$ cat config.mk
export PLATFORM = sky130hd
export DESIGN_NAME = pulse_noise_sound_generator
export DESIGN_NICKNAME = d
export VERILOG_FILES = /design/src/design/pnsg_pkg.sv /design/src/design/pnsg_pattern_mem.sv /design/src/design/pnsg_pulse_chan.sv /design/src/design/pnsg_noise_chan.sv /design/src/design/pulse_noise_sound_generator.sv
export SDC_FILE = /design/constraint.sdc
export NUM_CORES = 2
export LEC_CHECK = 0
export BUFFER_PORTS_ARGS = -buffer_cell sky130_fd_sc_hd__clkbuf_2
export CAP_MARGIN = 20
export CORE_ASPECT_RATIO = 0.5
export CORE_MARGIN = 1.5
export CORE_UTILIZATION = 37
export DETAILED_ROUTE_END_ITERATION = 12
export PLACE_DENSITY = 0.51
export SYNTH_ARGS = -nofsm -noshare
export SYNTH_HDL_FRONTEND = slang
export SYNTH_HIERARCHICAL = 1
export SYNTH_MEMORY_MAX_BITS = 65536
export SYNTH_SLANG_ARGS = --single-unit
$ cat constraint.sdc
create_clock -name clk -period 12.7 [get_ports clk]
set_clock_uncertainty 0.1 [all_clocks]
set_input_delay 2.54 -clock clk [delete_from_list [all_inputs] [get_ports clk]]
set_output_delay 2.54 -clock clk [all_outputs]
set_load 0.1 [all_outputs]
$ cat src/design/pnsg_pkg.sv
// Shared types and constants for the pulse and noise sound generator.
`timescale 1ns / 1ps
`default_nettype none

package pnsg_pkg;

  localparam int SLOT_W   = 6;
  localparam int SLOT_SPAN = 64;     // slots reachable by a write
  localparam int CNT_W    = 10;
  localparam int LEVEL_W  = 9;
  localparam int SUM_W    = 11;
  localparam int SAMPLE_W = 14;
  localparam int LFSR_W   = 15;
  localparam int NUM_PULSE = 3;
  localparam int NUM_CHAN  = 4;

  localparam logic [CNT_W-1:0]  CNT_MAX    = 10'd765;  // three times the largest period
  localparam logic [LFSR_W-1:0] LFSR_RESET = 15'h0001;

  // commands
  localparam logic [1:0] CMD_TICK    = 2'd0;
  localparam logic [1:0] CMD_WRITE   = 2'd1;
  localparam logic [1:0] CMD_ADVANCE = 2'd2;

  // duty codes (any other code plays as half)
  localparam logic [1:0] DUTY_QUARTER = 2'b00;
  localparam logic [1:0] DUTY_HALF    = 2'b01;
  localparam logic [1:0] DUTY_THREE_Q = 2'b10;

  localparam logic [1:0] NOISE_CHAN = 2'd3;
  localparam logic [1:0] MIX_SHIFT_RESET = 2'd2;

  typedef struct packed {
    logic [7:0] period;
    logic [1:0] duty;
    logic [7:0] volume;
  } pnsg_entry_t;

  localparam pnsg_entry_t ENTRY_RESET = '{period: 8'd0, duty: DUTY_HALF, volume: 8'd0};

  typedef struct packed {
    logic              we;
    logic [SLOT_W-1:0] slot;
    pnsg_entry_t       entry;
  } pnsg_wr_t;

endpackage

`default_nettype wire

$ cat src/design/pnsg_pattern_mem.sv
// Pattern table of one channel: memory, per-entry valid bits, registered read with bypass.
`timescale 1ns / 1ps
`default_nettype none

module pnsg_pattern_mem #(
  parameter int DEPTH = 64,
  localparam int AW = (DEPTH > 1) ? $clog2(DEPTH) : 1
) (
  input  logic                  clk,
  input  logic                  rst_n,
  input  pnsg_pkg::pnsg_wr_t    wr,
  input  logic [AW-1:0]         rd_addr,
  input  logic                  rd_in_range,
  output pnsg_pkg::pnsg_entry_t rd_entry
);
  import pnsg_pkg::*;

  pnsg_entry_t      mem [DEPTH];
  logic [DEPTH-1:0] valid_r;
  pnsg_entry_t      rd_data_r;
  logic             rd_valid_r;
  logic             wr_en;
  logic [AW-1:0]    waddr;
  logic             wr_hit;

  assign wr_en  = wr.we && (7'(wr.slot) < 7'(DEPTH));
  assign waddr  = AW'(wr.slot);
  assign wr_hit = wr_en && (waddr == rd_addr);

  // storage and read data: no reset
  always_ff @(posedge clk) begin
    if (wr_en) begin
      mem[waddr] <= wr.entry;
    end
    if (wr_hit) begin
      rd_data_r <= wr.entry;
    end else begin
      rd_data_r <= mem[rd_addr];
    end
  end

  always_ff @(posedge clk) begin
    if (!rst_n) begin
      valid_r    <= '0;
      rd_valid_r <= 1'b0;
    end else begin
      if (wr_en) begin
        valid_r[waddr] <= 1'b1;
      end
      rd_valid_r <= rd_in_range && (wr_hit || valid_r[rd_addr]);
    end
  end

  // never-written entries read as the reset entry
  assign rd_entry = rd_valid_r ? rd_data_r : ENTRY_RESET;

endmodule

`default_nettype wire

$ cat src/design/pnsg_pulse_chan.sv
// Pulse channel: high/low counters with duty split, one level per tick.
`timescale 1ns / 1ps
`default_nettype none

module pnsg_pulse_chan (
  input  logic                                clk,
  input  logic                                rst_n,
  input  logic                                tick,
  input  pnsg_pkg::pnsg_entry_t               entry,
  output logic signed [pnsg_pkg::LEVEL_W-1:0] level
);
  import pnsg_pkg::*;

  logic [CNT_W-1:0] high_count_r, high_count_nxt;
  logic [CNT_W-1:0] low_count_r, low_count_nxt;
  logic [CNT_W-1:0] per1, per2, per3, hi_len, lo_len, hi_c, lo_c;
  logic signed [LEVEL_W-1:0] vol;
  logic active;

  always_comb begin
    per1 = CNT_W'(entry.period);
    per2 = per1 << 1;
    per3 = per1 + per2;
    case (entry.duty)
      DUTY_QUARTER: begin
        hi_len = per1;
        lo_len = per3;
      end
      DUTY_THREE_Q: begin
        hi_len = per3;
        lo_len = per1;
      end
      default: begin
        hi_len = per2;
        lo_len = per2;
      end
    endcase

    // cut stale counts to the current entry, reload when both run out
    hi_c = (high_count_r > hi_len) ? hi_len : high_count_r;
    lo_c = (low_count_r > lo_len) ? lo_len : low_count_r;
    if (hi_c == '0 && lo_c == '0) begin
      hi_c = hi_len;
      lo_c = lo_len;
    end

    vol    = $signed({1'b0, entry.volume});
    active = (entry.period != '0);
    high_count_nxt = high_count_r;
    low_count_nxt  = low_count_r;
    level          = '0;
    if (active) begin
      if (hi_c != '0) begin
        high_count_nxt = hi_c - 1'b1;
        low_count_nxt  = lo_c;
        level          = vol;
      end else begin
        high_count_nxt = hi_c;
        low_count_nxt  = lo_c - 1'b1;
        level          = -vol;
      end
    end
  end

  always_ff @(posedge clk) begin
    if (!rst_n) begin
      high_count_r <= '0;
      low_count_r  <= '0;
    end else if (tick) begin
      high_count_r <= high_count_nxt;
      low_count_r  <= low_count_nxt;
    end
  end

  a_count_bound: assert property (@(posedge clk) disable iff (!rst_n)
    (high_count_r <= CNT_MAX) && (low_count_r <= CNT_MAX))
    else $error("pulse counter above longest phase");

endmodule

`default_nettype wire

$ cat src/design/pnsg_noise_chan.sv
// Noise channel: 15-bit LFSR stepped every four times the period.
`timescale 1ns / 1ps
`default_nettype none

module pnsg_noise_chan (
  input  logic                                clk,
  input  logic                                rst_n,
  input  logic                                tick,
  input  pnsg_pkg::pnsg_entry_t               entry,
  output logic signed [pnsg_pkg::LEVEL_W-1:0] level
);
  import pnsg_pkg::*;

  logic [CNT_W-1:0]  noise_count_r, noise_count_nxt;
  logic [LFSR_W-1:0] noise_lfsr_r, noise_lfsr_nxt;
  logic              noise_negative_r, noise_negative_nxt;
  logic [CNT_W-1:0]  len, cnt_c;
  logic [LFSR_W-1:0] lfsr_step;
  logic signed [LEVEL_W-1:0] vol;

  always_comb begin
    len       = {entry.period, 2'b00};
    lfsr_step = {noise_lfsr_r[0] ^ noise_lfsr_r[1], noise_lfsr_r[LFSR_W-1:1]};
    vol       = $signed({1'b0, entry.volume});
    cnt_c     = (noise_count_r > len) ? len : noise_count_r;

    noise_count_nxt    = noise_count_r;
    noise_lfsr_nxt     = noise_lfsr_r;
    noise_negative_nxt = noise_negative_r;
    level              = '0;
    if (len != '0) begin
      if (cnt_c == '0) begin
        cnt_c              = len;
        noise_lfsr_nxt     = lfsr_step;
        noise_negative_nxt = ~lfsr_step[0];
      end
      noise_count_nxt = cnt_c - 1'b1;
      level           = noise_negative_nxt ? -vol : vol;
    end
  end

  always_ff @(posedge clk) begin
    if (!rst_n) begin
      noise_count_r    <= '0;
      noise_lfsr_r     <= LFSR_RESET;
      noise_negative_r <= 1'b0;
    end else if (tick) begin
      noise_count_r    <= noise_count_nxt;
      noise_lfsr_r     <= noise_lfsr_nxt;
      noise_negative_r <= noise_negative_nxt;
    end
  end

  a_lfsr_live: assert property (@(posedge clk) disable iff (!rst_n)
    noise_lfsr_r != '0)
    else $error("noise LFSR locked at zero");

endmodule

`default_nettype wire

$ cat src/design/pulse_noise_sound_generator.sv
// Top level of the pulse and noise sound generator.
`timescale 1ns / 1ps
`default_nettype none

// Three pulse channels and one noise channel, each playing the entry of its own
// pattern table at a shared read index. A write command loads one entry (slots at
// or beyond PATTERN_LENGTH are dropped, noise entries ignore duty), an advance
// command steps the read index with wrap, and a tick command produces one sample:
// the sum of all channel levels shifted left by the mix_shift register (cfg_wdata,
// written on cfg_we, reset 2). Only ticks give a result transfer.
// Rate: one command per cycle, sustained while out_ready is high. A tick's sample
// sits in the output register from the next cycle; while a sample waits and
// out_ready is low, in_ready is low and no command of any kind transfers. The
// single pass is set by the
// pattern tables: each is a memory with a registered read that is fetched at the
// next read index in the same cycle the index moves, with writes bypassed, so the
// current entry of every channel is always ready. Tables are cleared by per-entry
// valid bits at reset, so the block takes commands straight after reset.

module pulse_noise_sound_generator #(
  parameter int PATTERN_LENGTH = 64
) (
  input  logic                                 clk,
  input  logic                                 rst_n,
  input  logic                                 in_valid,
  output logic                                 in_ready,
  input  logic [1:0]                           in_command,
  input  logic [1:0]                           in_channel,
  input  logic [5:0]                           in_slot,
  input  logic [7:0]                           in_period,
  input  logic [1:0]                           in_duty,
  input  logic [7:0]                           in_volume,
  output logic                                 out_valid,
  input  logic                                 out_ready,
  output logic signed [pnsg_pkg::SAMPLE_W-1:0] out_sample,
  input  logic                                 cfg_we,
  input  logic [1:0]                           cfg_wdata
);
  import pnsg_pkg::*;

  // only the first SLOT_SPAN entries can ever be written
  localparam int MEM_DEPTH = (PATTERN_LENGTH < SLOT_SPAN) ? PATTERN_LENGTH : SLOT_SPAN;
  localparam int MEM_AW    = (MEM_DEPTH > 1) ? $clog2(MEM_DEPTH) : 1;
  localparam int IDX_W     = (PATTERN_LENGTH > 1) ? $clog2(PATTERN_LENGTH) : 1;

  logic [IDX_W-1:0] read_index_r, read_index_nxt;
  logic [1:0]       mix_shift_r;
  logic             out_valid_r;
  logic signed [SAMPLE_W-1:0] out_sample_r, out_sample_nxt;

  logic accept, tick, write, advance;
  logic rd_in_range;
  logic [MEM_AW-1:0] rd_addr;
  pnsg_wr_t    wr_req [NUM_CHAN];
  pnsg_entry_t cur_entry [NUM_CHAN];
  logic signed [LEVEL_W-1:0] level [NUM_CHAN];
  logic signed [SUM_W-1:0]   sum;

  // a new sample may only enter when the output register is free or draining
  assign in_ready = !out_valid_r || out_ready;
  assign accept   = in_valid && in_ready;
  assign tick     = accept && (in_command == CMD_TICK);
  assign write    = accept && (in_command == CMD_WRITE);
  assign advance  = accept && (in_command == CMD_ADVANCE);

  always_comb begin
    read_index_nxt = read_index_r;
    if (advance) begin
      if (read_index_r == IDX_W'(PATTERN_LENGTH - 1)) begin
        read_index_nxt = '0;
      end else begin
        read_index_nxt = read_index_r + 1'b1;
      end
    end
    // indices past the writable slots always read the reset entry
    rd_in_range = (9'(read_index_nxt) < 9'(MEM_DEPTH));
    rd_addr     = rd_in_range ? MEM_AW'(read_index_nxt) : '0;
  end

  always_comb begin
    for (int c = 0; c < NUM_CHAN; c++) begin
      wr_req[c].we                  = write && (in_channel == 2'(c));
      wr_req[c].slot                = in_slot;
      wr_req[c].entry.period        = in_period;
      wr_req[c].entry.duty          = (2'(c) == NOISE_CHAN) ? DUTY_HALF : in_duty;
      wr_req[c].entry.volume        = in_volume;
    end
  end

  for (genvar c = 0; c < NUM_CHAN; c++) begin : g_tab
    pnsg_pattern_mem #(
      .DEPTH(MEM_DEPTH)
    ) u_tab (
      .clk        (clk),
      .rst_n      (rst_n),
      .wr         (wr_req[c]),
      .rd_addr    (rd_addr),
      .rd_in_range(rd_in_range),
      .rd_entry   (cur_entry[c])
    );
  end

  for (genvar c = 0; c < NUM_PULSE; c++) begin : g_pulse
    pnsg_pulse_chan u_pulse (
      .clk  (clk),
      .rst_n(rst_n),
      .tick (tick),
      .entry(cur_entry[c]),
      .level(level[c])
    );
  end

  pnsg_noise_chan u_noise (
    .clk  (clk),
    .rst_n(rst_n),
    .tick (tick),
    .entry(cur_entry[NUM_CHAN-1]),
    .level(level[NUM_CHAN-1])
  );

  // mix: four levels of +/-255 fit 11 bits; the shift fits 14
  always_comb begin
    sum = SUM_W'(level[0]) + SUM_W'(level[1]) + SUM_W'(level[2]) + SUM_W'(level[3]);
    out_sample_nxt = SAMPLE_W'(sum) <<< mix_shift_r;
  end

  always_ff @(posedge clk) begin
    if (!rst_n) begin
      read_index_r <= '0;
      mix_shift_r  <= MIX_SHIFT_RESET;
      out_valid_r  <= 1'b0;
    end else begin
      read_index_r <= read_index_nxt;
      if (cfg_we) begin
        mix_shift_r <= cfg_wdata;
      end
      if (tick) begin
        out_valid_r <= 1'b1;
      end else if (out_ready) begin
        out_valid_r <= 1'b0;
      end
    end
  end

  always_ff @(posedge clk) begin
    if (tick) begin
      out_sample_r <= out_sample_nxt;
    end
  end

  assign out_valid  = out_valid_r;
  assign out_sample = out_sample_r;

  a_tick_gives_sample: assert property (@(posedge clk) disable iff (!rst_n)
    tick |=> out_valid)
    else $error("tick transfer produced no sample");

  a_no_spurious_sample: assert property (@(posedge clk) disable iff (!rst_n)
    (accept && !tick && !out_valid_r) |=> !out_valid)
    else $error("sample raised without a tick");

  a_index_range: assert property (@(posedge clk) disable iff (!rst_n)
    read_index_r <= IDX_W'(PATTERN_LENGTH - 1))
    else $error("read index beyond pattern length");

endmodule

`default_nettype wire

==> impl_metrics.json <==
{
  "status": "complete, no violations",
  "cts.path.max_buffers": 4,
  "route.detailed.wl_per_inst_um": 31.5,
  "start_util_pct": 37.2,
  "clock_sinks": 4873,
  "antenna_found_initial": 30,
  "fmax_ghz": 0.0834,
  "finalNetCount": 10500,
  "worst_setup_path_end_kind": "flop",
  "critPathLaunchType": "flop",
  "slowest_stage": "dfxtp_4",
  "num_rows": 188,
  "place_area_um2": 207000,
  "cts-root-buf": "clkbuf_16",
  "n_fill_cell": 45900,
  "clkSlewWorstSetupHoldPaths_ns": 0.07,
  "antenna_left": 0,
  "cts_tree": "done",
  "path_class": "reg -> reg",
  "tns_ns": 0,
  "htree_num_levels": 5,
  "fin_crit_ns": 11.99,
  "place_ws_ns": 0.464,
  "die_area_um2": 533000,
  "finalHoldViolCount": 0,
  "drtPass1Iterations": 5,
  "routed_wirelength_mm": 560,
  "worstPathArrival_ns": 12.57,
  "period_share_pct": 94.4,
  "dp_hpwl_mm": 338,
  "setup_viol": 0,
  "slew_headroom_pct": 14.9,
  "synth_warnings": 6,
  "num_io_pins": 51,
  "tightestPinTransition_ns": 1.28,
  "die_h_um": 517,
  "grt_usage_pct": 20.6,
  "tritoncts.num_buffers": 438,
  "place_congestion": 0.850,
  "synth_cells": 9921,
  "cts_hold_buf": 0,
  "area_growth_pct": 13.5,
  "dr.first_iter.drc_count": 11800,
  "layout_commonest_cell": "edfxtp_1",
  "drive_gt1_share_pct": 26.9,
  "final_max_slew_viol_count": 0,
  "maxCapViolations": 0,
  "die_x_mm": 1.03,
  "first_global_vias": 101000,
  "setup_ws_ns": 0.708,
  "required_ns": 13.28,
  "final_cell_mix": "edfxtp_1, mux4_2, clkbuf_16, buf_4, nand2_1",
  "avgSynthCellArea_um2": 19.7,
  "grt_setup_unrepaired": "false",
  "drc": 0,
  "synth_area_um2": 196000,
  "p_leak_nw": 67.6,
  "worst-path-max-fanout": 13,
  "hold_class": "reg -> reg",
  "peakVddDrop_mv": 0.122,
  "grt_max_degree": 147,
  "stdcell_area_um2": 222000,
  "clock_latency_ns": 0.99,
  "vias": 101000,
  "p_per_area_nw_per_um2": 149,
  "numPortBuffers": 50,
  "coreArea_um2": 525000,
  "grt_pass1_wl_mm": 788,
  "vias_per_cell": 5.68,
  "grt_overflow": 0,
  "regArea_um2": 143000,
  "multi_input_area_um2": 51200,
  "slowest_delay_ns": 0.61
}
==> worst max-delay path: cells and delay by family (launching register included) <==
kind,cells,cell delay [ns]
AOI/OAI and AO/OA,13,3.45
and+or+nand+nor,11,2.46
adders and majority gates,7,2.30
muxes,4,1.75
buffers and inverters,6,1.00
DFF,1,0.61
==> power breakdown <==
group / total, mW / switching, mW / internal [mW]
logic: 1.84 / 1.13 / 0.707
registers: 17.5 / 0.0296 / 17.5
clock network: 13.6 / 6.08 / 7.52
total: 33.0 / 7.24 / 25.7
==> area by class of cell <==
class,instances,share of cell area (%)
Sequential cell,4873,64.2
Multi-Input combinational cell,4373,23.1
Clock buffer,592,5.46
Tap cell,7030,3.96
Timing Repair Buffer,504,1.96
Clock inverter,226,1.08
Inverter,143,0.242
Antenna cell,11,0.0124
==> state kept, by name, summed over array words and instances (netlist names), named ones only <==
signal and flops:
g_pulse.u_pulse/high_count_r 30, g_pulse.u_pulse/low_count_r 30, g_tab.u_tab/mem 4480, g_tab.u_tab/rd_valid_r 4
g_tab.u_tab/valid_r 256, mix_shift_r 2, out_sample 14, out_valid 1
read_index_r 6, u_noise/noise_count_r 10, u_noise/noise_lfsr_r 15, u_noise/noise_negative_r 1
==> routing by layer <==
layer	share of wire (%)	global-route usage (%)	routed length [um]
met1	44	30.1	249000
met2	47	33.7	266000
met3	6.2	2.66	34800
met4	1.9	3.67	10600
met5	0.0023	0	13
==> path summary, 6_finish.rpt <==
kind | slack, ns | endpoint | cells past startpoint | start
hold / removal | 0.35 | u_noise/noise_lfsr_r[7] | 2 | u_noise/noise_lfsr_r[8]
setup reg to reg | 0.71 | out_sample[10] | 41 | flop
hold reg to reg | 0.35 | u_noise/noise_lfsr_r[7] | 2 | u_noise/noise_lfsr_r[8]
setup / recovery | 0.71 | out_sample[10] | 41 | flop
==> through the flow <==
step	utilization [%]	total power [mW]	hold WS (ns)	cells
2_1_floorplan	-	19.0	0.332	9924
3_3_place_gp	39.5	19.7	0.335	16900
3_5_place_dp	39.5	19.7	0.345	16900
4_1_cts	42.2	33.3	0.353	17700
5_1_grt	42.2	34.0	0.369	17700
6_report	42.2	33.0	0.351	17800
==> repair_timing <==
action | in CTS | in global routing
setup buffers | 0 | 2
endpoints found under the setup margin | 0 | 6
resized for setup | 0 | 6
Note: power is estimated with default switching activity, not from simulation.
